### src/rtl/core/gfce_pkg.sv
package gfce_pkg;

  localparam int SAMPLE_W = 8;
  localparam int PAIR_W = SAMPLE_W + 1;
  localparam int RADIUS_W = 3;
  localparam int SEEN_W = 3;
  localparam int COUNT_W = 4;
  localparam int CFG_INDEX_W = 3;
  localparam int MAX_RADIUS_DEFAULT = 6;
  localparam int TAP_FRACTION_BITS_DEFAULT = 16;

  localparam logic [SEEN_W-1:0] SEEN_MAX = 3'd7;

  localparam logic [CFG_INDEX_W-1:0] REG_RADIUS = 3'd0;
  localparam logic [CFG_INDEX_W-1:0] REG_TAP_CENTER = 3'd1;

  typedef logic [SAMPLE_W-1:0] sample_t;

  typedef struct packed {
    logic push;
    logic load;
  } cell_ctrl_t;

endpackage

### src/rtl/core/gfce_cell.sv
module gfce_cell (
  input  logic                clk,
  input  gfce_pkg::cell_ctrl_t ctrl,
  input  gfce_pkg::sample_t   fill_value,
  input  gfce_pkg::sample_t   shift_in,
  output gfce_pkg::sample_t   value
);

  always_ff @(posedge clk) begin
    if (ctrl.push) begin
      value <= ctrl.load ? fill_value : shift_in;
    end
  end

endmodule

### src/rtl/core/gfce_tap.sv
module gfce_tap #(
  parameter int TAP_W = gfce_pkg::TAP_FRACTION_BITS_DEFAULT + 1,
  parameter int PROD_W = TAP_W + gfce_pkg::PAIR_W
) (
  input  logic              clk,
  input  logic              en,
  input  gfce_pkg::sample_t near,
  input  gfce_pkg::sample_t far,
  input  logic [TAP_W-1:0]  tap,
  output logic [PROD_W-1:0] product
);

  logic [gfce_pkg::PAIR_W-1:0] pair;

  always_ff @(posedge clk) begin
    if (en) begin
      pair <= {1'b0, near} + {1'b0, far};
      product <= PROD_W'(tap) * PROD_W'(pair);
    end
  end

endmodule

### src/rtl/core/gaussian_fir_clamped_edges.sv
// Symmetric FIR smoother for one line of 8-bit samples with the edge samples
// replicated past both ends of the line. Samples enter at one word per clock
// unless the output stalls or a flush runs, and shift through window cells,
// then the pair add, multiply, partial sum and output registers. A word with
// end_of_line set makes the block push the last sample again r_eff times (the
// radius clamped to 1..MAX_RADIUS) to flush the rest, holding off input; the
// final result of the line carries line_done. Taps are unsigned fixed point
// with TAP_FRACTION_BITS fraction bits; the sum is truncated and saturated at
// 255. Write the registers only while the block is idle.
module gaussian_fir_clamped_edges #(
  parameter int MAX_RADIUS = gfce_pkg::MAX_RADIUS_DEFAULT,
  parameter int TAP_FRACTION_BITS = gfce_pkg::TAP_FRACTION_BITS_DEFAULT
) (
  input  logic                             clk,
  input  logic                             rst,
  input  logic                             cfg_write,
  input  logic [gfce_pkg::CFG_INDEX_W-1:0] cfg_index,
  input  logic [TAP_FRACTION_BITS:0]       cfg_data,
  input  logic                             in_valid,
  output logic                             in_ready,
  input  logic [7:0]                       sample,
  input  logic                             end_of_line,
  output logic                             out_valid,
  input  logic                             out_ready,
  output logic [7:0]                       smoothed,
  output logic                             line_done
);

  localparam int WIN_DEPTH = 2 * MAX_RADIUS + 1;
  localparam int TAP_W = TAP_FRACTION_BITS + 1;
  localparam int PROD_W = TAP_W + gfce_pkg::PAIR_W;
  localparam int NPART = (MAX_RADIUS + 2) / 2;
  localparam int PART_W = PROD_W + 1;
  localparam int ACC_W = PROD_W + 3;
  localparam int SCALED_W = ACC_W - TAP_FRACTION_BITS;

  logic [gfce_pkg::RADIUS_W-1:0] radius;
  logic [TAP_W-1:0]              taps [0:MAX_RADIUS];
  logic [gfce_pkg::RADIUS_W-1:0] r_eff;

  logic [gfce_pkg::RADIUS_W-1:0] flush_left;
  logic [gfce_pkg::SEEN_W-1:0]   samples_seen;
  logic [gfce_pkg::COUNT_W-1:0]  cnt;
  logic [gfce_pkg::SEEN_W-1:0]   seen;
  logic [gfce_pkg::COUNT_W-1:0]  cnt_next;

  logic adv, flushing, accept, push, emit, last;
  logic v0, v1, v2, v3;
  logic l0, l1, l2, l3;

  gfce_pkg::cell_ctrl_t ctrl;
  gfce_pkg::sample_t    new_sample;
  gfce_pkg::sample_t    win [0:WIN_DEPTH-1];
  gfce_pkg::sample_t    near_s [0:MAX_RADIUS];
  gfce_pkg::sample_t    far_s [0:MAX_RADIUS];

  logic [PROD_W-1:0]   prod [0:MAX_RADIUS];
  logic [PART_W-1:0]   part [0:NPART-1];
  logic [ACC_W-1:0]    total;
  logic [SCALED_W-1:0] scaled;

  // Configuration registers.
  always_ff @(posedge clk) begin
    if (rst) begin
      radius <= gfce_pkg::RADIUS_W'(1);
    end else if (cfg_write && cfg_index == gfce_pkg::REG_RADIUS) begin
      radius <= cfg_data[gfce_pkg::RADIUS_W-1:0];
    end
  end

  for (genvar d = 0; d <= MAX_RADIUS; d++) begin : g_tap_reg
    always_ff @(posedge clk) begin
      if (rst) begin
        taps[d] <= (d == 0) ? TAP_W'(1) << TAP_FRACTION_BITS : '0;
      end else if (cfg_write &&
                   cfg_index == gfce_pkg::REG_TAP_CENTER + gfce_pkg::CFG_INDEX_W'(d)) begin
        taps[d] <= cfg_data;
      end
    end
  end

  always_comb begin
    if (radius == '0) begin
      r_eff = gfce_pkg::RADIUS_W'(1);
    end else if (radius > gfce_pkg::RADIUS_W'(MAX_RADIUS)) begin
      r_eff = gfce_pkg::RADIUS_W'(MAX_RADIUS);
    end else begin
      r_eff = radius;
    end
  end

  // Line control and flush sequencing.
  assign adv = !out_valid || out_ready;
  assign flushing = flush_left != '0;
  assign in_ready = adv && !flushing;
  assign accept = in_valid && in_ready;
  assign push = accept || (adv && flushing);
  assign seen = (samples_seen == gfce_pkg::SEEN_MAX) ? gfce_pkg::SEEN_MAX
                                                     : samples_seen + 1'b1;
  assign cnt_next = cnt + 1'b1;
  assign emit = flushing ? (cnt_next > {1'b0, r_eff}) : (seen > r_eff);
  assign last = flushing && flush_left == gfce_pkg::RADIUS_W'(1);
  assign new_sample = flushing ? win[0] : sample;
  assign ctrl.push = push;
  assign ctrl.load = accept && samples_seen == '0;

  always_ff @(posedge clk) begin
    if (rst) begin
      flush_left <= '0;
      samples_seen <= '0;
      cnt <= '0;
    end else if (push) begin
      if (flushing) begin
        flush_left <= flush_left - 1'b1;
        cnt <= cnt_next;
      end else if (end_of_line) begin
        flush_left <= r_eff;
        cnt <= {1'b0, seen};
        samples_seen <= '0;
      end else begin
        samples_seen <= seen;
      end
    end
  end

  // Window cells, newest sample in cell zero.
  for (genvar i = 0; i < WIN_DEPTH; i++) begin : g_cell
    gfce_cell u_cell (
      .clk        (clk),
      .ctrl       (ctrl),
      .fill_value (new_sample),
      .shift_in   ((i == 0) ? new_sample : win[(i == 0) ? 0 : i - 1]),
      .value      (win[i])
    );
  end

  // Tap units: pair add, then multiply.
  for (genvar d = 0; d <= MAX_RADIUS; d++) begin : g_tap
    always_comb begin
      near_s[d] = '0;
      far_s[d] = '0;
      for (int k = d; k <= MAX_RADIUS; k++) begin
        if (r_eff == gfce_pkg::RADIUS_W'(k)) begin
          near_s[d] = win[k - d];
          far_s[d] = (d == 0) ? '0 : win[k + d];
        end
      end
    end

    gfce_tap #(
      .TAP_W  (TAP_W),
      .PROD_W (PROD_W)
    ) u_tap (
      .clk     (clk),
      .en      (adv),
      .near    (near_s[d]),
      .far     (far_s[d]),
      .tap     (taps[d]),
      .product (prod[d])
    );
  end

  for (genvar k = 0; k < NPART; k++) begin : g_part
    always_ff @(posedge clk) begin
      if (adv) begin
        if (2 * k + 1 <= MAX_RADIUS) begin
          part[k] <= PART_W'(prod[2 * k]) + PART_W'(prod[(2 * k + 1 <= MAX_RADIUS) ? 2 * k + 1 : 0]);
        end else begin
          part[k] <= PART_W'(prod[2 * k]);
        end
      end
    end
  end

  always_comb begin
    total = '0;
    for (int k = 0; k < NPART; k++) begin
      total = total + ACC_W'(part[k]);
    end
  end

  assign scaled = total[ACC_W-1:TAP_FRACTION_BITS];

  always_ff @(posedge clk) begin
    if (adv) begin
      l0 <= last;
      l1 <= l0;
      l2 <= l1;
      l3 <= l2;
      line_done <= l3;
      smoothed <= (|scaled[SCALED_W-1:8]) ? 8'hFF : scaled[7:0];
    end
  end

  always_ff @(posedge clk) begin
    if (rst) begin
      v0 <= 1'b0;
      v1 <= 1'b0;
      v2 <= 1'b0;
      v3 <= 1'b0;
      out_valid <= 1'b0;
    end else if (adv) begin
      v0 <= push && emit;
      v1 <= v0;
      v2 <= v1;
      v3 <= v2;
      out_valid <= v3;
    end
  end

  a_flush_len: assert property (@(posedge clk) disable iff (rst)
    accept && end_of_line |=> flush_left == $past(r_eff))
    else $error("flush length does not match the radius");

  a_seen_clear: assert property (@(posedge clk) disable iff (rst)
    flushing |-> samples_seen == '0)
    else $error("sample count not cleared during flush");

  a_last_end: assert property (@(posedge clk) disable iff (rst)
    v0 && l0 |-> !flushing)
    else $error("last word of a line issued before the flush ended");

endmodule
### config.mk
export PLATFORM = sky130hd
export DESIGN_NAME = gaussian_fir_clamped_edges
export DESIGN_NICKNAME = d
export VERILOG_FILES = /design/src/rtl/core/gfce_pkg.sv /design/src/rtl/core/gfce_cell.sv /design/src/rtl/core/gfce_tap.sv /design/src/rtl/core/gaussian_fir_clamped_edges.sv
export SDC_FILE = /design/constraint.sdc
export NUM_CORES = 2
export LEC_CHECK = 0
export BUFFER_PORTS_ARGS = -buffer_cell sky130_fd_sc_hd__buf_2
export CORE_ASPECT_RATIO = 1.75
export CORE_MARGIN = 2
export CORE_UTILIZATION = 55
export DETAILED_ROUTE_END_ITERATION = 6
export PLACE_DENSITY = 0.71
export SETUP_SLACK_MARGIN = 0.5
export SLEW_MARGIN = 5
export SYNTH_ARGS = -nofsm -noshare
export SYNTH_HDL_FRONTEND = slang
export SYNTH_HIERARCHICAL = 1
export SYNTH_SLANG_ARGS = --single-unit
### constraint.sdc
create_clock -name clk -period 37.4 [get_ports clk]
set_input_delay 5.61 -clock clk [delete_from_list [all_inputs] [get_ports clk]]
set_output_delay 5.61 -clock clk [all_outputs]
set_load 0.01 [all_outputs]
Yosys cells after proc, flatten, opt, wreduce, memory -nomap -nowiden
Memory sizes are Yosys's and may differ from the RTL's.
Cells that the tools add are included.
{"block": "op_classes", "n_addsub": 15, "multipliers": 7, "n_lt_le_gt_ge": 3, "n_eq_ne": 15, "n_mux": 103, "n_bitwise": 8, "n_reduce_logical": 27}
{"op": "$mux W8", "count": 62}
{"op": "$mul A17 B9 Y26", "count": 6}
{"op": "$mux W17", "count": 7}
{"op": "$add A26 B26 Y27", "count": 3}
{"op": "$add A8 B8 Y9", "count": 6}
{"op": "$add A28 B27 Y29", "count": 1}
{"op": "$add A29 B27 Y29", "count": 1}
{"op": "$add A27 B27 Y28", "count": 1}
{"op": "$mux W1", "count": 26}
{"op": "$mul A17 B8 Y25", "count": 1}
{"op": "$eq A3 B3 Y1 const B", "count": 8}
{"op": "$mux W3", "count": 6}
{"op": "$logic_and A1 B1 Y1", "count": 14}
{"op": "$eq A3 B2 Y1 const B", "count": 4}
{"op": "$logic_not A3 Y1", "count": 4}
{"op": "$eq A3 B1 Y1 const B", "count": 3}
{"op": "$mux W4", "count": 2}
{"op": "$or A1 B1 Y1", "count": 7}
{"op": "$reduce_or A5 Y1", "count": 1}
{"op": "$add A4 B1 Y4 const B", "count": 1}
{"op": "$gt A4 B3 Y1", "count": 1}
{"op": "$reduce_and A2 Y1", "count": 2}
{"op": "$add A3 B1 Y3 const B", "count": 1}
{"op": "$gt A3 B3 Y1", "count": 1}
{"op": "7 further kinds", "count": 9}
{"block": "word_totals", "ff_bits": 379, "ram_bits": 227, "inputBits": 34, "out_inout_bits": 11, "wordCells": 222, "n_memories": 2}
{"name": "taps", "words": 7, "word_bits": 17, "read_ports": 7, "rd_clocked_by_memory_dff": 0, "wr": 7, "line": "gaussian_fir_clamped_edges.sv:38", "source": "logic [TAP_W-1:0] taps [0:MAX_RADIUS];"}
{"name": "part", "words": 4, "word_bits": 27, "read_ports": 4, "rd_clocked_by_memory_dff": 0, "wr": 4, "line": "gaussian_fir_clamped_edges.sv:58", "source": "logic [PART_W-1:0] part [0:NPART-1];"}

Longest topological paths before layout
{"block": "depth", "depth_word": 11, "depth_mapped": 19, "mapped_depth_nobuf": 18}

By module
Netlist, hierarchy kept.
{"module": "gfce_tap at g_tap[0].u_tap ...", "instances": 3, "cells_each": 672, "area_each_um2": 6232.2, "seq_area_each_um2": 1051.0}
{"module": "gaussian_fir_clamped_edges", "instances": 1, "cells_each": 1820, "area_each_um2": 18068.6, "seq_area_each_um2": 7537.2}
{"module": "gfce_tap at g_tap[4].u_tap ...", "instances": 2, "cells_each": 677, "area_each_um2": 6321.1, "seq_area_each_um2": 1051.0}
{"module": "gfce_tap at g_tap[6].u_tap", "instances": 1, "cells_each": 670, "area_each_um2": 6297.3, "seq_area_each_um2": 1051.0}
{"module": "gfce_tap at g_tap[3].u_tap", "instances": 1, "cells_each": 662, "area_each_um2": 6203.4, "seq_area_each_um2": 1051.0}
{"module": "gfce_cell", "instances": 13, "cells_each": 17, "area_each_um2": 371.6, "seq_area_each_um2": 240.2}

Worst setup path after synthesis
Ideal clock, no wire load.
{"block": "synth_timing", "path_kind": "in2reg", "from": "input port out_ready", "to": "register g_cell[0].u_cell.value[0], data pin", "setup_ns": 0.260, "arrival_ns": 19.804, "t_required_ns": 37.140, "path_slack_ns": 17.335, "stages": 7, "n_path_buf": 2, "cell_sequence": "nor2b_1 inv_1 clkbuf_1 nand3_1 nor3b_1 buf_6 mux2_4"}
{"element": "start: declaration", "line": "gaussian_fir_clamped_edges.sv:24", "source": "input logic out_ready,"}
{"element": "end signal: assignment", "line": "gfce_cell.sv:11", "source": "value <= ctrl.load ? fill_value : shift_in;"}
{"element": "end: declaration", "line": "gfce_cell.sv:6", "source": "output gfce_pkg::sample_t value"}

Worst setup path in the final report
{"block": "layout_timing", "from": "input port out_ready", "to": "output port in_ready"}
{"block": "layout_between", "elab_chain_cells": 2}
{"element": "$logic_or A1 B1 Y1", "line": "gaussian_fir_clamped_edges.sv:93", "source": "assign adv = !out_valid || out_ready;"}
{"element": "$logic_and A1 B1 Y1", "line": "gaussian_fir_clamped_edges.sv:95", "source": "assign in_ready = adv && !flushing;"}
{"element": "end: declaration", "line": "gaussian_fir_clamped_edges.sv:20", "source": "output logic in_ready,"}
Every way passes these cells.

==> Flow_metrics.wiki <==
{| class="wikitable"
! Metric !! Value
|-
| Total gr overflow || 0
|-
| Synthesized instance count || 6743
|-
| Finished Core Util || 58.3%
|-
| Critical path buffers and inverters || 3
|-
| Cell area power density || 97.1 nW/um^2
|-
| Capturing element type of the critical path || output pin
|-
| Crit path launch || out_ready
|-
| Total number of vias || 46800
|-
| Final worst hold slack || 0.414 ns
|-
| Worst setup path endpoint || in_ready
|-
| Hold path startpoint || g_tap[6].u_tap/product[9]
|-
| DRC violations left || 0
|-
| Worst path slowest cell || sky130_fd_sc_hd__buf_4
|-
| Number of global-route vias before repair || 48700
|-
| Remaining max-slew budget at the tightest pin || 16.7%
|-
| Arrival time reported for the critical path endpoint || 6.31 ns
|-
| Share of final-layout standard cells stronger than drive strength 1 || between 5 and 6%
|-
| Yosys Warn Count || 6
|-
| Outcome || finished, final reports clean
|-
| Num ports || 45
|-
| Synth top area cells || sky130_fd_sc_hd__edfxtp_1 26%, sky130_fd_sc_hd__fa_1 24%, sky130_fd_sc_hd__ha_1 9.3%
|-
| Proportion of synthesized flip-flops having asynchronous set or reset || 0%
|-
| Placement-stage worst setup slack || 25.48 ns
|-
| EDFF count, synth || 588
|-
| Number of buffers inserted by post-CTS setup repair || 0
|-
| Worst Setup Path Type || input port to output pin
|-
| H-Tree Level Count || 2
|-
| Post-route clock period utilization || 31.9%
|-
| Initial antenna violation count || 18
|-
| Rows || 169
|-
| Maximum number of pins on one net before global-route repair || 182
|-
| Count leader, synth || sky130_fd_sc_hd__inv_1
|-
| Type of the worst min-delay path || flop to flop
|-
| Initial standard-cell utilization of the core || 55.3%
|-
| Count of nets after finishing || roughly 8000
|-
| Clock transition time at the flip-flop clock pins of the worst setup and hold paths || 0.07 ns
|-
| Syn Std Cell Area || 66700 um^2
|-
| Initial DRT Pass Iterations || 5
|-
| Achievable frequency || 83.9 MHz
|-
| Number of buffer cells added on primary ports || 44
|-
| Overall die width || 267 um
|-
| Min setup slack post-route || roughly 25 ns
|-
| Routed wire length || about 170 mm
|-
| Initial DRC count || 2506
|-
| Reg-to-Reg Start || g_tap[2].u_tap/pair[0]
|-
| Clock period minus worst slack || 11.92 ns
|-
| Cells traversed along the worst timing path || buf_2, nor2b_1, buf_4, nor2_1, buf_2
|-
| Hold Buf Count CTS || 0
|-
| Clock insertion delay at the later pin of the skew report || about 0.68 ns
|-
| Synth cell types || 89
|-
| Cell class contributing the biggest share of worst-path delay || buffers and inverters
|-
| Clk sink count || 606
|-
| Setup TNS || 0 ns
|-
| Share of synthesized area occupied by flip-flops and latches || 27.0%
|-
| Setup slack of the worst register-to-register path || 32.08 ns
|-
| Logic depth of the worst setup path including buffers || 5
|-
| First-pass GRT wire length || 263 mm
|-
| Synthesis-to-finish area growth || 5.48%
|-
| Clock tree from TritonCTS || done
|-
| Weighted congestion at the end of routability-driven global placement || approximately 1.0
|-
| GRT Total Usage || roughly 28%
|-
| Number of register bits inferred by synthesis || 606
|-
| Via/cell ratio || 5.61
|-
| Post-detailed-placement cell area || 68400 um^2
|-
| Highest fanout seen on the critical path || 11
|-
| LEAKAGE || 34.3 nW
|-
| Worst VDD drop || 0.149 mV
|-
| Critical register-to-register path endpoint || g_tap[2].u_tap/product[23]
|-
| Total Die Area || 124000 um^2
|-
| Most frequent cell on the critical path || sky130_fd_sc_hd__buf_2
|-
| Area share of the largest cell type after synthesis || 26.5%
|-
| Leading area contributor after synthesis || sky130_fd_sc_hd__edfxtp_1
|-
| Average cell area after synthesis || between 9 and 10 um^2
|-
| Clock buffers created by TritonCTS || 59
|-
| Final HPWL DP || 136 mm
|-
| Average routed wire per standard cell || between 20 and 25 um
|-
| Data required, critical path || 31.79 ns
|-
| Number of antenna-violating nets in the routed design || 0
|-
| Final Max Slew Viols || 0
|-
| Transition time of the tightest slew-check pin || around 1.2 ns
|-
| Final Hold Violating Endpoints || 0
|-
| Primary flip-flop cell chosen by synthesis mapping || sky130_fd_sc_hd__edfxtp_1
|-
| Post-synth top cells || 1200 x sky130_fd_sc_hd__inv_1, 804 x sky130_fd_sc_hd__fa_1, 774 x sky130_fd_sc_hd__nand2_1, 707 x sky130_fd_sc_hd__and2_1, 588 x sky130_fd_sc_hd__edfxtp_1
|-
| Worst reg2reg path depth || 14
|-
| Delay of the slowest cell on the worst path || ~0.25 ns
|-
| CTS resizes || 0
|-
| Unrepaired setup endpoints after global routing || no
|-
| Post-layout instance area || 70400 um^2
|-
| Number of max-capacitance violations reported || 0
|-
| Root Driver || sky130_fd_sc_hd__clkbuf_16
|-
| Setup Viol. Count Final || 0
|-
| Number of buffers on the longest clock path || 3
|-
| Layout Skew || around 0.037 ns
|-
| Die Y-Extent || 465 um
|-
| Launching element type of the critical path || input port
|-
| Core ar. || 121000 um^2
|}
[cells by family (layout without fill, tap and decap cells)]
| family | count (synthesis) | in the layout | share of synthesized area, % |
|---|---|---|---|
| buf+inv | 1422 | 1386 | 8.18 |
| xor+xnor | 228 | 228 | 2.99 |
| compound gates | 919 | 919 | 9.13 |
| flops | 606 | 606 | 27.0 |
| simple gates | 2098 | 2098 | 15.7 |
| other cells | 1 | 14 | 0.00562 |
| mux | 170 | 170 | 3.55 |
| fa+ha+maj | 1299 | 1299 | 33.4 |
[registers in the layout, indices dropped and copies added (netlist names)]
name and flops:
g_tap.u_tap/product 182, taps 119, part 107, g_cell.u_cell/value 104, g_tap.u_tap/pair 63, smoothed 8, cnt 4, flush_left 3
radius 3, samples_seen 3, l0 1, l1 1, l2 1, l3 1, line_done 1, out_valid 1
v0 1, v1 1, v2 1, v3 1
[cells in the final DEF, fill, tap and decap left out, types with 59 or more instances in the layout]
cell	netlist	routed
sky130_fd_sc_hd__inv_1	1200	1199
sky130_fd_sc_hd__fa_1	804	804
sky130_fd_sc_hd__nand2_1	774	774
sky130_fd_sc_hd__and2_1	707	707
sky130_fd_sc_hd__edfxtp_1	588	588
sky130_fd_sc_hd__ha_1	495	495
sky130_fd_sc_hd__a21oi_1	276	276
sky130_fd_sc_hd__nor2_1	238	237
sky130_fd_sc_hd__xnor2_1	163	163
sky130_fd_sc_hd__o21ai_0	149	143
sky130_fd_sc_hd__mux2_4	104	104
sky130_fd_sc_hd__a21o_1	95	95
sky130_fd_sc_hd__nor3_1	71	69
sky130_fd_sc_hd__nand3_1	68	68
sky130_fd_sc_hd__xor2_1	65	65
sky130_fd_sc_hd__clkbuf_16	0	59
[where the power goes]
part | internal, mW | switching, mW | total (mW)
sequential | 1.21 | 0.247 | 1.46
clock | 0.360 | 0.270 | 0.630
combinational | 1.92 | 2.83 | 4.74
[through the flow]
stage / std cells / total power, mW
detailed placement: 8229 / 6.18
CTS: 8339 / 6.83
global route: 8340 / 7.45
finish: 8344 / 6.83
global placement: 8229 / 6.05
floorplan: 6751 / 4.91
[worst reg2reg max path, cell delays in order, from the launching register on]
cell and delay (ns):
sky130_fd_sc_hd__edfxtp_1 0.75, sky130_fd_sc_hd__nand2_1 0.17, sky130_fd_sc_hd__fa_1 0.58, sky130_fd_sc_hd__inv_1 0.07, sky130_fd_sc_hd__fa_1 0.50, sky130_fd_sc_hd__inv_1 0.06, sky130_fd_sc_hd__fa_1 0.48, sky130_fd_sc_hd__fa_1 0.48
sky130_fd_sc_hd__inv_1 0.04, sky130_fd_sc_hd__ha_1 0.37, sky130_fd_sc_hd__nand4b_1 0.26, sky130_fd_sc_hd__a2111oi_2 0.45, sky130_fd_sc_hd__nor2b_1 0.17, sky130_fd_sc_hd__o31a_1 0.30, sky130_fd_sc_hd__nor3_1 0.39
[routing by layer]
metal  vias to the layer above  part of all wire (%)  GRT usage, %
met2                      1275                    51          49.6
met4                         8                   9.2          20.9
met3                       463                   4.6          3.02
li1                      21700                     -             -
met5                         -                 0.033             0
met1                     23400                    35          29.3
[worst min-delay path by stage]
| stage | slack, ns | endpoint | cells after the start |
|---|---|---|---|
| floorplan | 0.40 | l1 | 0 |
| global placement | 0.40 | part[3][14] | 0 |
| finish | 0.41 | part[3][9] | 0 |
| detailed placement | 0.40 | part[3][10] | 0 |
| global route | 0.43 | part[3][13] | 0 |
| CTS | 0.41 | part[3][9] | 0 |
[area by class of cell]
cell class	instances	area, um^2
Antenna cell	5	12.5
Clock buffer	74	1560
Clock inverter	36	450
Fill cell	10300	50300
Inverter	1202	4520
Multi-Input combinational cell	4723	43300
Sequential cell	606	18000
Tap cell	1624	2030
Timing Repair Buffer	74	458
Note: power is estimated with default switching activity, not from simulation.
